[config.mk]
export PLATFORM = sky130hd
export DESIGN_NAME = gradient_colormap
export DESIGN_NICKNAME = d
export VERILOG_FILES = /design/src/design/gcm_pkg.sv /design/src/design/gcm_select.sv /design/src/design/gcm_divider.sv /design/src/design/gcm_blend.sv /design/src/design/gradient_colormap.sv
export SDC_FILE = /design/constraint.sdc
export NUM_CORES = 2
export LEC_CHECK = 0
export ABC_CLOCK_PERIOD_IN_PS = 12500
export BUFFER_PORTS_ARGS = -buffer_cell sky130_fd_sc_hd__buf_2
export CAP_MARGIN = 25
export CORE_ASPECT_RATIO = 0.5
export CORE_MARGIN = 5
export CORE_UTILIZATION = 55
export CTS_CLUSTER_DIAMETER = 30
export DETAILED_ROUTE_END_ITERATION = 10
export PLACE_DENSITY = 0.82
export SYNTH_ARGS = -nofsm -noshare
export SYNTH_HDL_FRONTEND = slang
export SYNTH_SLANG_ARGS = --single-unit
[constraint.sdc]
create_clock -name clk -period 12.5 [get_ports clk]
set_input_delay 2.5 -clock clk [delete_from_list [all_inputs] [get_ports clk]]
set_output_delay 2.5 -clock clk [all_outputs]
set_load 0.05 [all_outputs]
[src/design/gcm_pkg.sv]
package gcm_pkg;

  localparam int MAG_W      = 16;
  localparam int LEVEL_W    = 16;
  localparam int COLOR_W    = 32;
  localparam int CH_W       = 8;
  localparam int NUM_CH     = COLOR_W / CH_W;
  localparam int CFG_DATA_W = 64;
  localparam int CFG_IDX_W  = 3;
  localparam int COUNT_W    = 3;
  localparam int STOP_W     = 2;
  localparam int FRAC_W     = 9;
  localparam int DIV_STAGES = 3;
  localparam int DIV_STEPS  = FRAC_W / DIV_STAGES;
  localparam int MAX_STOPS_DEF = 4;

  localparam logic [FRAC_W-1:0]     FRAC_ONE  = FRAC_W'(256);
  localparam logic [COUNT_W-1:0]    MIN_COUNT = COUNT_W'(2);

  localparam logic [COUNT_W-1:0]    RST_STOP_COUNT    = COUNT_W'(2);
  localparam logic [CFG_DATA_W-1:0] RST_STOP_LEVELS   = 64'h0000_0000_FFFF_0000;
  localparam logic [CFG_DATA_W-1:0] RST_COLORS_FIRST  = 64'hFFFF_FFFF_FF00_0000;
  localparam logic [CFG_DATA_W-1:0] RST_COLORS_SECOND = 64'h0;

  typedef enum logic [CFG_IDX_W-1:0] {
    CFG_STOP_COUNT    = 3'd0,
    CFG_STOP_LEVELS   = 3'd1,
    CFG_COLORS_FIRST  = 3'd2,
    CFG_COLORS_SECOND = 3'd3
  } cfg_reg_t;

  // payload moving through the divider stages
  typedef struct packed {
    logic                 zero;
    logic [STOP_W-1:0]    j;
    logic [LEVEL_W:0]     rem;
    logic [LEVEL_W-1:0]   den;
    logic [FRAC_W-1:0]    quo;
  } div_t;

  function automatic logic [LEVEL_W-1:0] level_of(input logic [CFG_DATA_W-1:0] levels,
                                                  input logic [STOP_W-1:0] k);
    return levels[k*LEVEL_W +: LEVEL_W];
  endfunction

  function automatic logic [COLOR_W-1:0] color_of(input logic [CFG_DATA_W-1:0] first,
                                                  input logic [CFG_DATA_W-1:0] second,
                                                  input logic [STOP_W-1:0] k);
    logic [CFG_DATA_W-1:0] w;
    w = k[1] ? second : first;
    return w[k[0]*COLOR_W +: COLOR_W];
  endfunction

endpackage

[src/design/gcm_select.sv]
module gcm_select #(
  parameter int MAX_STOPS = gcm_pkg::MAX_STOPS_DEF
) (
  input  logic                           clk,
  input  logic                           rst_n,
  input  logic                           in_valid,
  input  logic [gcm_pkg::MAG_W-1:0]      magnitude,
  input  logic [gcm_pkg::COUNT_W-1:0]    stop_count,
  input  logic [gcm_pkg::CFG_DATA_W-1:0] stop_levels,
  output logic                           valid_o,
  output gcm_pkg::div_t                  data_o
);
  import gcm_pkg::*;

  logic                 valid_r;
  div_t                 data_r;
  div_t                 data_nxt;
  logic [COUNT_W-1:0]   n;
  logic [LEVEL_W-1:0]   v;
  logic [LEVEL_W-1:0]   lo;
  logic [LEVEL_W-1:0]   hi;
  logic [LEVEL_W-1:0]   top_level;
  logic [STOP_W-1:0]    j;
  logic                 found;

  always_comb begin
    n = stop_count;
    if (n < MIN_COUNT) n = MIN_COUNT;
    if (n > COUNT_W'(MAX_STOPS)) n = COUNT_W'(MAX_STOPS);

    // clamp, upper bound last
    top_level = level_of(stop_levels, STOP_W'(n - COUNT_W'(1)));
    v = magnitude;
    if (v < level_of(stop_levels, '0)) v = level_of(stop_levels, '0);
    if (v > top_level) v = top_level;

    j = STOP_W'(n - COUNT_W'(1));
    found = 1'b0;
    for (int s = 1; s < MAX_STOPS; s++) begin
      if (!found && (COUNT_W'(s) < n) && (v <= level_of(stop_levels, STOP_W'(s)))) begin
        j = STOP_W'(s);
        found = 1'b1;
      end
    end

    lo = level_of(stop_levels, j - STOP_W'(1));
    hi = level_of(stop_levels, j);
    data_nxt.zero = (hi <= lo) || (v <= lo);
    data_nxt.j    = j;
    data_nxt.rem  = {1'b0, v - lo};
    data_nxt.den  = hi - lo;
    data_nxt.quo  = '0;
  end

  always_ff @(posedge clk) begin
    if (!rst_n) begin
      valid_r <= 1'b0;
    end else begin
      valid_r <= in_valid;
    end
  end

  always_ff @(posedge clk) begin
    data_r <= data_nxt;
  end

  assign valid_o = valid_r;
  assign data_o  = data_r;

endmodule

[src/design/gcm_divider.sv]
module gcm_divider (
  input  logic          clk,
  input  logic          rst_n,
  input  logic          valid_i,
  input  gcm_pkg::div_t data_i,
  output logic          valid_o,
  output gcm_pkg::div_t data_o
);
  import gcm_pkg::*;

  logic valid_r [DIV_STAGES];
  div_t stage_r [DIV_STAGES];
  div_t stage_nxt [DIV_STAGES];

  // restoring division, DIV_STEPS (three) quotient bits per stage
  function automatic div_t div_steps(input div_t d);
    div_t o;
    logic b;
    o = d;
    for (int i = 0; i < DIV_STEPS; i++) begin
      b = (o.rem >= {1'b0, o.den});
      if (b) o.rem = o.rem - {1'b0, o.den};
      o.quo = {o.quo[FRAC_W-2:0], b};
      o.rem = {o.rem[LEVEL_W-1:0], 1'b0};
    end
    return o;
  endfunction

  for (genvar g = 0; g < DIV_STAGES; g++) begin : g_stage
    if (g == 0) begin : g_first
      always_comb begin
        stage_nxt[g] = div_steps(data_i);
      end
      always_ff @(posedge clk) begin
        if (!rst_n) begin
          valid_r[g] <= 1'b0;
        end else begin
          valid_r[g] <= valid_i;
        end
      end
    end else begin : g_rest
      always_comb begin
        stage_nxt[g] = div_steps(stage_r[g-1]);
      end
      always_ff @(posedge clk) begin
        if (!rst_n) begin
          valid_r[g] <= 1'b0;
        end else begin
          valid_r[g] <= valid_r[g-1];
        end
      end
    end
    always_ff @(posedge clk) begin
      stage_r[g] <= stage_nxt[g];
    end
  end

  assign valid_o = valid_r[DIV_STAGES-1];
  assign data_o  = stage_r[DIV_STAGES-1];

endmodule

[src/design/gcm_blend.sv]
module gcm_blend (
  input  logic                           clk,
  input  logic                           rst_n,
  input  logic                           valid_i,
  input  gcm_pkg::div_t                  data_i,
  input  logic [gcm_pkg::CFG_DATA_W-1:0] colors_first,
  input  logic [gcm_pkg::CFG_DATA_W-1:0] colors_second,
  output logic                           valid_o,
  output logic [gcm_pkg::COLOR_W-1:0]    color_o
);
  import gcm_pkg::*;

  logic                 valid_r;
  logic [COLOR_W-1:0]   color_r;
  logic [COLOR_W-1:0]   color_nxt;
  logic [FRAC_W-1:0]    f;
  logic [FRAC_W-1:0]    wl;
  logic [COLOR_W-1:0]   cl;
  logic [COLOR_W-1:0]   ch;
  logic [LEVEL_W:0]     sum [NUM_CH];

  always_comb begin
    f = data_i.quo;
    if (f > FRAC_ONE) f = FRAC_ONE;
    if (data_i.zero) f = '0;
    wl = FRAC_ONE - f;
    cl = color_of(colors_first, colors_second, data_i.j - STOP_W'(1));
    ch = color_of(colors_first, colors_second, data_i.j);
    for (int c = 0; c < NUM_CH; c++) begin
      sum[c] = (LEVEL_W+1)'(cl[c*CH_W +: CH_W]) * (LEVEL_W+1)'(wl)
             + (LEVEL_W+1)'(ch[c*CH_W +: CH_W]) * (LEVEL_W+1)'(f)
             + (LEVEL_W+1)'(128);
      color_nxt[c*CH_W +: CH_W] = sum[c][CH_W +: CH_W];
    end
  end

  always_ff @(posedge clk) begin
    if (!rst_n) begin
      valid_r <= 1'b0;
    end else begin
      valid_r <= valid_i;
    end
  end

  always_ff @(posedge clk) begin
    color_r <= color_nxt;
  end

  assign valid_o = valid_r;
  assign color_o = color_r;

endmodule

[src/design/gradient_colormap.sv]
// gradient_colormap: maps a 16-bit magnitude to a packed 32-bit colour by
// piecewise-linear interpolation between 2 to MAX_STOPS colour stops.
// input: pulse start with in_magnitude; a transaction is taken on every edge
//   with start high and busy low. busy is always low, so one transaction per
//   cycle is sustained, back to back.
// output: out_valid strobes for one cycle with out_pixel_color, after the
//   registers of interval select, three divider stages of three quotient
//   bits each and channel blend. results leave in input order.
// the receiver cannot stall; every result is shown once and never held.
// configuration: cfg_valid/cfg_ready with cfg_index and cfg_data; cfg_ready
//   is always high. index 0 stop count, 1 stop levels, 2 colours of stops
//   0 and 1, 3 colours of stops 2 and 3; other indexes are dropped. write
//   only with no transaction in flight.
// reset (rst_n low, synchronous): pipeline emptied, registers return to a
//   two-stop gradient from opaque black at 0 to opaque white at 65535.
module gradient_colormap #(
  parameter int MAX_STOPS = gcm_pkg::MAX_STOPS_DEF
) (
  input  logic                           clk,
  input  logic                           rst_n,
  input  logic                           start,
  output logic                           busy,
  input  logic [gcm_pkg::MAG_W-1:0]      in_magnitude,
  output logic                           out_valid,
  output logic [gcm_pkg::COLOR_W-1:0]    out_pixel_color,
  input  logic                           cfg_valid,
  output logic                           cfg_ready,
  input  logic [gcm_pkg::CFG_IDX_W-1:0]  cfg_index,
  input  logic [gcm_pkg::CFG_DATA_W-1:0] cfg_data
);
  import gcm_pkg::*;

  logic [COUNT_W-1:0]    stop_count_r;
  logic [CFG_DATA_W-1:0] stop_levels_r;
  logic [CFG_DATA_W-1:0] colors_first_r;
  logic [CFG_DATA_W-1:0] colors_second_r;
  logic                  in_take;
  logic                  sel_valid;
  div_t                  sel_data;
  logic                  div_valid;
  div_t                  div_data;

  assign busy      = 1'b0;
  assign cfg_ready = 1'b1;
  assign in_take   = start && !busy;

  always_ff @(posedge clk) begin
    if (!rst_n) begin
      stop_count_r    <= RST_STOP_COUNT;
      stop_levels_r   <= RST_STOP_LEVELS;
      colors_first_r  <= RST_COLORS_FIRST;
      colors_second_r <= RST_COLORS_SECOND;
    end else if (cfg_valid && cfg_ready) begin
      case (cfg_index)
        CFG_STOP_COUNT:    stop_count_r    <= cfg_data[COUNT_W-1:0];
        CFG_STOP_LEVELS:   stop_levels_r   <= cfg_data;
        CFG_COLORS_FIRST:  colors_first_r  <= cfg_data;
        CFG_COLORS_SECOND: colors_second_r <= cfg_data;
        default: ;
      endcase
    end
  end

  gcm_select #(
    .MAX_STOPS (MAX_STOPS)
  ) u_select (
    .clk         (clk),
    .rst_n       (rst_n),
    .in_valid    (in_take),
    .magnitude   (in_magnitude),
    .stop_count  (stop_count_r),
    .stop_levels (stop_levels_r),
    .valid_o     (sel_valid),
    .data_o      (sel_data)
  );

  gcm_divider u_divider (
    .clk     (clk),
    .rst_n   (rst_n),
    .valid_i (sel_valid),
    .data_i  (sel_data),
    .valid_o (div_valid),
    .data_o  (div_data)
  );

  gcm_blend u_blend (
    .clk           (clk),
    .rst_n         (rst_n),
    .valid_i       (div_valid),
    .data_i        (div_data),
    .colors_first  (colors_first_r),
    .colors_second (colors_second_r),
    .valid_o       (out_valid),
    .color_o       (out_pixel_color)
  );

endmodule

## Word level (Yosys, flattened, before mapping)

Memories as Yosys holds them, arrays and structs flattened. A register that Yosys moved wholly into a read port is not among the register bits.
Cells that the tools add are included.

- RAM bits: 135
- Bits of input ports: 87
- Memories kept: 2
- Output and inout bits: 35
- Word-level logic and storage cells: 117
- Register bits: 263

Memory list:

| memory | words | width | read ports | clocked after memory_dff | write ports | RTL line | text |
|---|---|---|---|---|---|---|---|
| u_divider.stage_r | 3 | 44 | 3 | 0 | 3 | gcm_divider.sv:12 | `div_t stage_r [DIV_STAGES];` |
| u_divider.valid_r | 3 | 1 | 3 | 1 | 3 | gcm_divider.sv:11 | `logic valid_r [DIV_STAGES];` |

- Equality and inequality tests: 3
- Multiply operators: 8
- Reductions and logical operators: 14
- Bitwise gates (word level): 3
- Add/sub/neg operators: 23
- Shift-type cells: 5
- Muxes and demuxes: 27
- $lt $le $gt $ge: 22

Operator list:

| kind | number |
|---|---|
| indexed part select 64 x 7 -> 16 bit | 3 |
| two-way mux 16 bit | 11 |
| subtractor 16 bit | 11 |
| greater-or-equal comparator 17 x 16 -> 1 bit | 8 |
| multiplier 8 x 9 -> 16 bit | 8 |
| two-way mux 64 bit | 2 |
| indexed part select 64 x 7 -> 32 bit | 2 |
| less-or-equal comparator 16 bit | 5 |
| adder 16 bit | 4 |
| adder 16 x 8 -> 16 bit (second input constant) | 4 |
| two-way mux 9 bit | 2 |
| greater-or-equal comparator 16 bit | 1 |
| > comparator 16 bit | 1 |
| less-than comparator 16 bit | 1 |
| > comparator 9 bit (second input constant) | 1 |
| subtractor 9 bit (first input constant) | 1 |
| AND reduction 2 bit | 4 |
| two-way mux 1 bit | 7 |
| equality test 3 x 2 -> 1 bit (second input constant) | 2 |
| less-than comparator 2 x 3 -> 1 bit (first input constant) | 2 |
| two-way mux 2 bit | 3 |
| two-way mux 3 bit | 2 |
| subtractor 2 x 1 -> 2 bit (second input constant) | 3 |
| logical AND 1 bit | 5 |
| other kinds (8) | 12 |

## Depth between registers and ports, before layout

- Depth in word-level cells: 23
- Gate-level depth with buffers: 42
- Depth with buffers taken out: 38

## By module

A second synthesis with hierarchy kept.

- Cell total of the unflattened synthesis: 5206
- Area, all modules: 45035.7 um^2

By module, submodules not included:

| module | area an instance (um^2) | seq. area each (um^2) | instances | cells an instance |
|---|---|---|---|---|
| gcm_blend | 20513.4 | 660.6 | 1 | 2393 |
| gcm_divider | 11158.2 | 2522.4 | 1 | 1278 |
| gradient_colormap | 7689.9 | 3903.7 | 1 | 763 |
| gcm_select | 5674.2 | 720.7 | 1 | 772 |

## Least setup slack after synthesis

No wires, ideal clock.

- Path type: input to register
- Start: in in_magnitude[9] in the netlist's numbering
- End: reg u_select.data_r (netlist bit u_select.data_o[24])
- Stages on the path: 39
- Buffers on the path: 6
- Library setup time: 72 ps
- Arrival time: 9825 ps
- Slack: 2603 ps
- Path through: ha_1 -> a211o_1 -> a21oi_1 -> o211ai_1 -> o21a_1 -> nand2b_1 -> clkbuf_1 -> clkbuf_1 -> nand2_1 -> o21ai_0 -> ha_1 -> nand4_1 -> nor2_1 -> o2111a_1 -> o31ai_1 -> a21oi_1 -> clkbuf_1 -> clkbuf_1 -> [... 3 more ...] -> or4b_4 -> o21a_1 -> nand2_1 -> buf_2 -> buf_1 -> nand2_1 -> a21oi_1 -> a21oi_1 -> ha_1 -> a21o_1 -> a21o_1 -> a21o_1 -> a21oi_1 -> o21ai_0 -> a21oi_1 -> o21ai_1 -> a211oi_1 -> xnor2_1

RTL lines:

| what | RTL line | text |
|---|---|---|
| from (decl) | gradient_colormap.sv:23 | `input logic [gcm_pkg::MAG_W-1:0] in_magnitude,` |
| to (signal assigned) | gcm_select.sv:64 | `data_r <= data_nxt;` |
| to (decl) | gcm_select.sv:16 | `div_t data_r;` |

==> impl_summary.txt <==
----------------------------------------------------
[Cells and area]
  Net count, final ... 6,103
  Total of fill cells in the finished design ... 6,439
  Synth-to-layout area growth ... 8.69%
  Leading cell types in the layout, fill and taps excluded ... nand2_1, inv_1, ha_1
  Layout cells sized above 1 ... 8.85%
  Footprint of the multi-input gates ... approximately 31,000 µm²
  Commonest non-fill, non-tap cell in the layout ... nand2_1
  Sequential standard cell area ... 7170 µm²

[Logic synthesis]
  Main flop type after synthesis ... dfxtp_1
  Avg Inst Size Synth ... 8.24 µm²
  Largest area contributor in the netlist ... fa_1
  Post-synthesis async set-or-reset flop share ... 0%
  Area fraction of the dominant cell type after synthesis ... 20.5%
  EDFF count, synth ... 0
  Number of synthesized register bits ... 358
  Distinct cells, synth ... 93
  Fraction of the yosys area taken by sequential cells ... 17.2%
  Yosys synthesis warning count ... 0
  Largest cells by area after synthesis ... fa_1, dfxtp_1, ha_1
  Synth Net Count ... 6,066
  Count of mapped cells out of synthesis ... between 5,000 and 6,000
  Mapped Area ... 41,800 µm²

[Detailed routing]
  Antenna violation net count after detailed routing ... 0
  Highest signal layer in the routed design ... met5
  Average detailed-routed wire length per instance ... 21.1 µm
  DRT Wirelength ... 131,000 µm
  Sum of met3 wire segment lengths after detailed routing ... 16,400 µm
  Total DRC errors in the routed layout ... 0
  Number of vias in the routed layout ... 36,496
  Wire length on met2 ... 55,200 µm
  Avg Vias per Cell ... slightly below 6
  Met1 wire length ... 52,400 µm
  Detailed router's first-iteration violation count ... 3,584
  DR pass1 iterations ... 6

[Critical path]
  Cell occurring most often along the worst timing path ... a21oi_1
  Setup crit end ... u_select.data_o[39]
  Reg2reg setup slack ... between 2 and 3 ns
  CP max stage delay ... 0.71 ns
  Master of the slowest instance on the critical path ... a21oi_2
  Crit path DAT ... 11.46 ns
  Required time at the worst-slack endpoint ... 13.00 ns
  Capturing element type of the critical path ... register
  Reg2reg start ... stop_levels_r[7]
  Worst Setup Start Kind ... primary input
  Start point of the critical path ... in_magnitude[9]
  Worst setup path category ... in -> reg
  Number of cells traversed by the worst register-to-register path ... 37
  CP max FO ... 27
  Critical register-to-register path endpoint ... u_select.data_o[39]

[STA]
  Largest clock skew in the final design ... 0.0212 ns
  Worst rel slew slack ... 16.0%
  Number of pins exceeding their max-slew limit in the final report ... 0
  Slew at the pin closest to its max-slew limit ... about 1.3 ns
  Final critical-path share of the clock period ... about 88%
  Setup repair after global routing missed its margin ... no
  F_max ... ~90 MHz
  Setup TNS ... 0 ns
  Post-layout min period ... 10.97 ns
  Hold violation total from the final report ... 0
  Final number of setup-violating endpoints ... 0

[Placement]
  Number of port buffers ... 119
  Last weighted congestion value of the routability-driven placer ... 1.03
  Detailed placement HPWL ... 103,000 µm

[Clocking]
  Setup bufs post-CTS ... 0
  Number of H-tree levels ... 2
  Number of sinks on the clock net ... 358
  Hold buffers post-CTS ... 0
  Later-pin clock latency in the skew report ... 0.64 ns
  Root buffer cell ... clkbuf_16
  TritonCTS clock tree ... done
  Total of cells resized after clock tree synthesis ... 0
  Clock buffers created by TritonCTS ... 53
  Post-CTS clock slew at the launch and capture registers of the worst setup and hold paths ... 0.07 ns
  Buffers from clock root to sink, at most ... 3

[Outcome]
  Result of the run ... completed

[GRT]
  Vias in the first global route ... 36,573
  Largest net degree at the start of global routing ... around 130
  Overflow after GRT ... 0
  Antenna violations before repair ... 8
  Overall Global Routing Usage ... 31.8%
  Wire length of the first global-routing pass ... 203,000 µm

[Die]
  Overall die height ... 205 µm
  Total core area ... between 70,000 and 80,000 µm²
  Total Die Area ... between 80,000 and 90,000 µm²
  Initial core utilization ... 55.5%
  Cell Rows ... 71
  I/O pin total ... 122
  Die X ... roughly 400 µm

[Worst hold path]
  Class of the most critical hold timing path ... reg -> reg

[Flow run]
  Max Cap Viol ... 0

----------------------------------------------------
==> area by class of cell <==
type                    instances  area share [%]
diodes                          6          0.0331
inverters                     679            5.61
clock buffers                  58            3.01
flip-flops and latches        358            15.8
well taps                    1022            2.82
clock inverters                42            1.26
repair buffers                182            2.44
multi-input cells            3831            69.0
==> registers in the layout, summed over array words and instances, names as in the netlist, 3 cells and up <==
signal / count
stop_count_r: 3
stop_levels_r: 64
u_blend.color_o: 32
u_divider.stage_r: 91
u_select.data_o: 35
colors_second_r: 64
u_divider.valid_r: 3
colors_first_r: 64
==> kinds of logic (layout without fill, tap and decap cells) <==
group           Yosys count  after routing  share of synthesized area (%)
xor+xnor                182            182                           3.82
other cells               2              8                         0.0180
mux                     172            172                           4.94
compound gates          875            875                           13.6
fa+ha+maj               911            911                           35.0
flops                   358            358                           17.2
simple gates           1689           1689                           17.5
buf+inv                 879            961                           8.02
==> cells in the mapped netlist (all sizes together) (80+ instances only) <==
| cell type | number |
|---|---|
| a21boi | 151 |
| a21o | 80 |
| a21oi | 264 |
| clkbuf | 164 |
| dfxtp | 358 |
| fa | 428 |
| ha | 483 |
| inv | 677 |
| mux2 | 89 |
| nand2 | 812 |
| nand3 | 96 |
| nor2 | 443 |
| o21ai | 172 |
| xnor2 | 138 |
==> through the flow <==
step	hold WS [ns]	std cells	util (%)	instance area [µm²]	setup slack, ns
after floorplan	0.310	5068	-	41800	2.60
after global placement	0.311	6055	57.5	43300	1.24
after detailed placement	0.312	6061	57.6	43300	1.09
after CTS	0.328	6161	60.2	45300	1.72
after global routing	0.331	6178	60.3	45400	0.750
final	0.326	6178	60.3	45400	1.53
==> per-layer routing <==
| layer | global-route usage [%] | up-vias |
|---|---|---|
| met5 | 0 | - |
| met4 | 14.1 | 2 |
| met3 | 9.34 | 375 |
| met2 | 48.1 | 1932 |
| met1 | 42.2 | 17550 |
| li1 | - | 16637 |
==> worst max-delay path, delay by kind of cell <==
kind	cells	cell delay [ns]
AO/OA/AOI/OAI	21	4.71
AND/OR/NAND/NOR	9	1.89
adder cells (fa/ha/maj)	4	1.42
buffers and inverters	3	0.76
XOR/XNOR	1	0.16
==> worst min path at each step <==
stage | depth (start not counted) | from | end | slack [ns]
6_report | 0 | u_divider.stage_r[0][86] | u_divider.stage_r[0][130] | 0.33
5_1_grt | 0 | u_divider.stage_r[0][86] | u_divider.stage_r[0][130] | 0.33
4_1_cts | 0 | u_divider.stage_r[0][86] | u_divider.stage_r[0][130] | 0.33
3_5_place_dp | 0 | u_divider.stage_r[0][47] | u_divider.stage_r[0][94] | 0.31
2_1_floorplan | 0 | u_divider.stage_r[0][85] | u_divider.stage_r[0][129] | 0.31
3_3_place_gp | 0 | u_select.data_o[42] | u_divider.stage_r[0][41] | 0.31
Power is left out: the tool's default activity adds up to more than one toggle a clock period on the data nets, which glitch-free logic cannot reach.
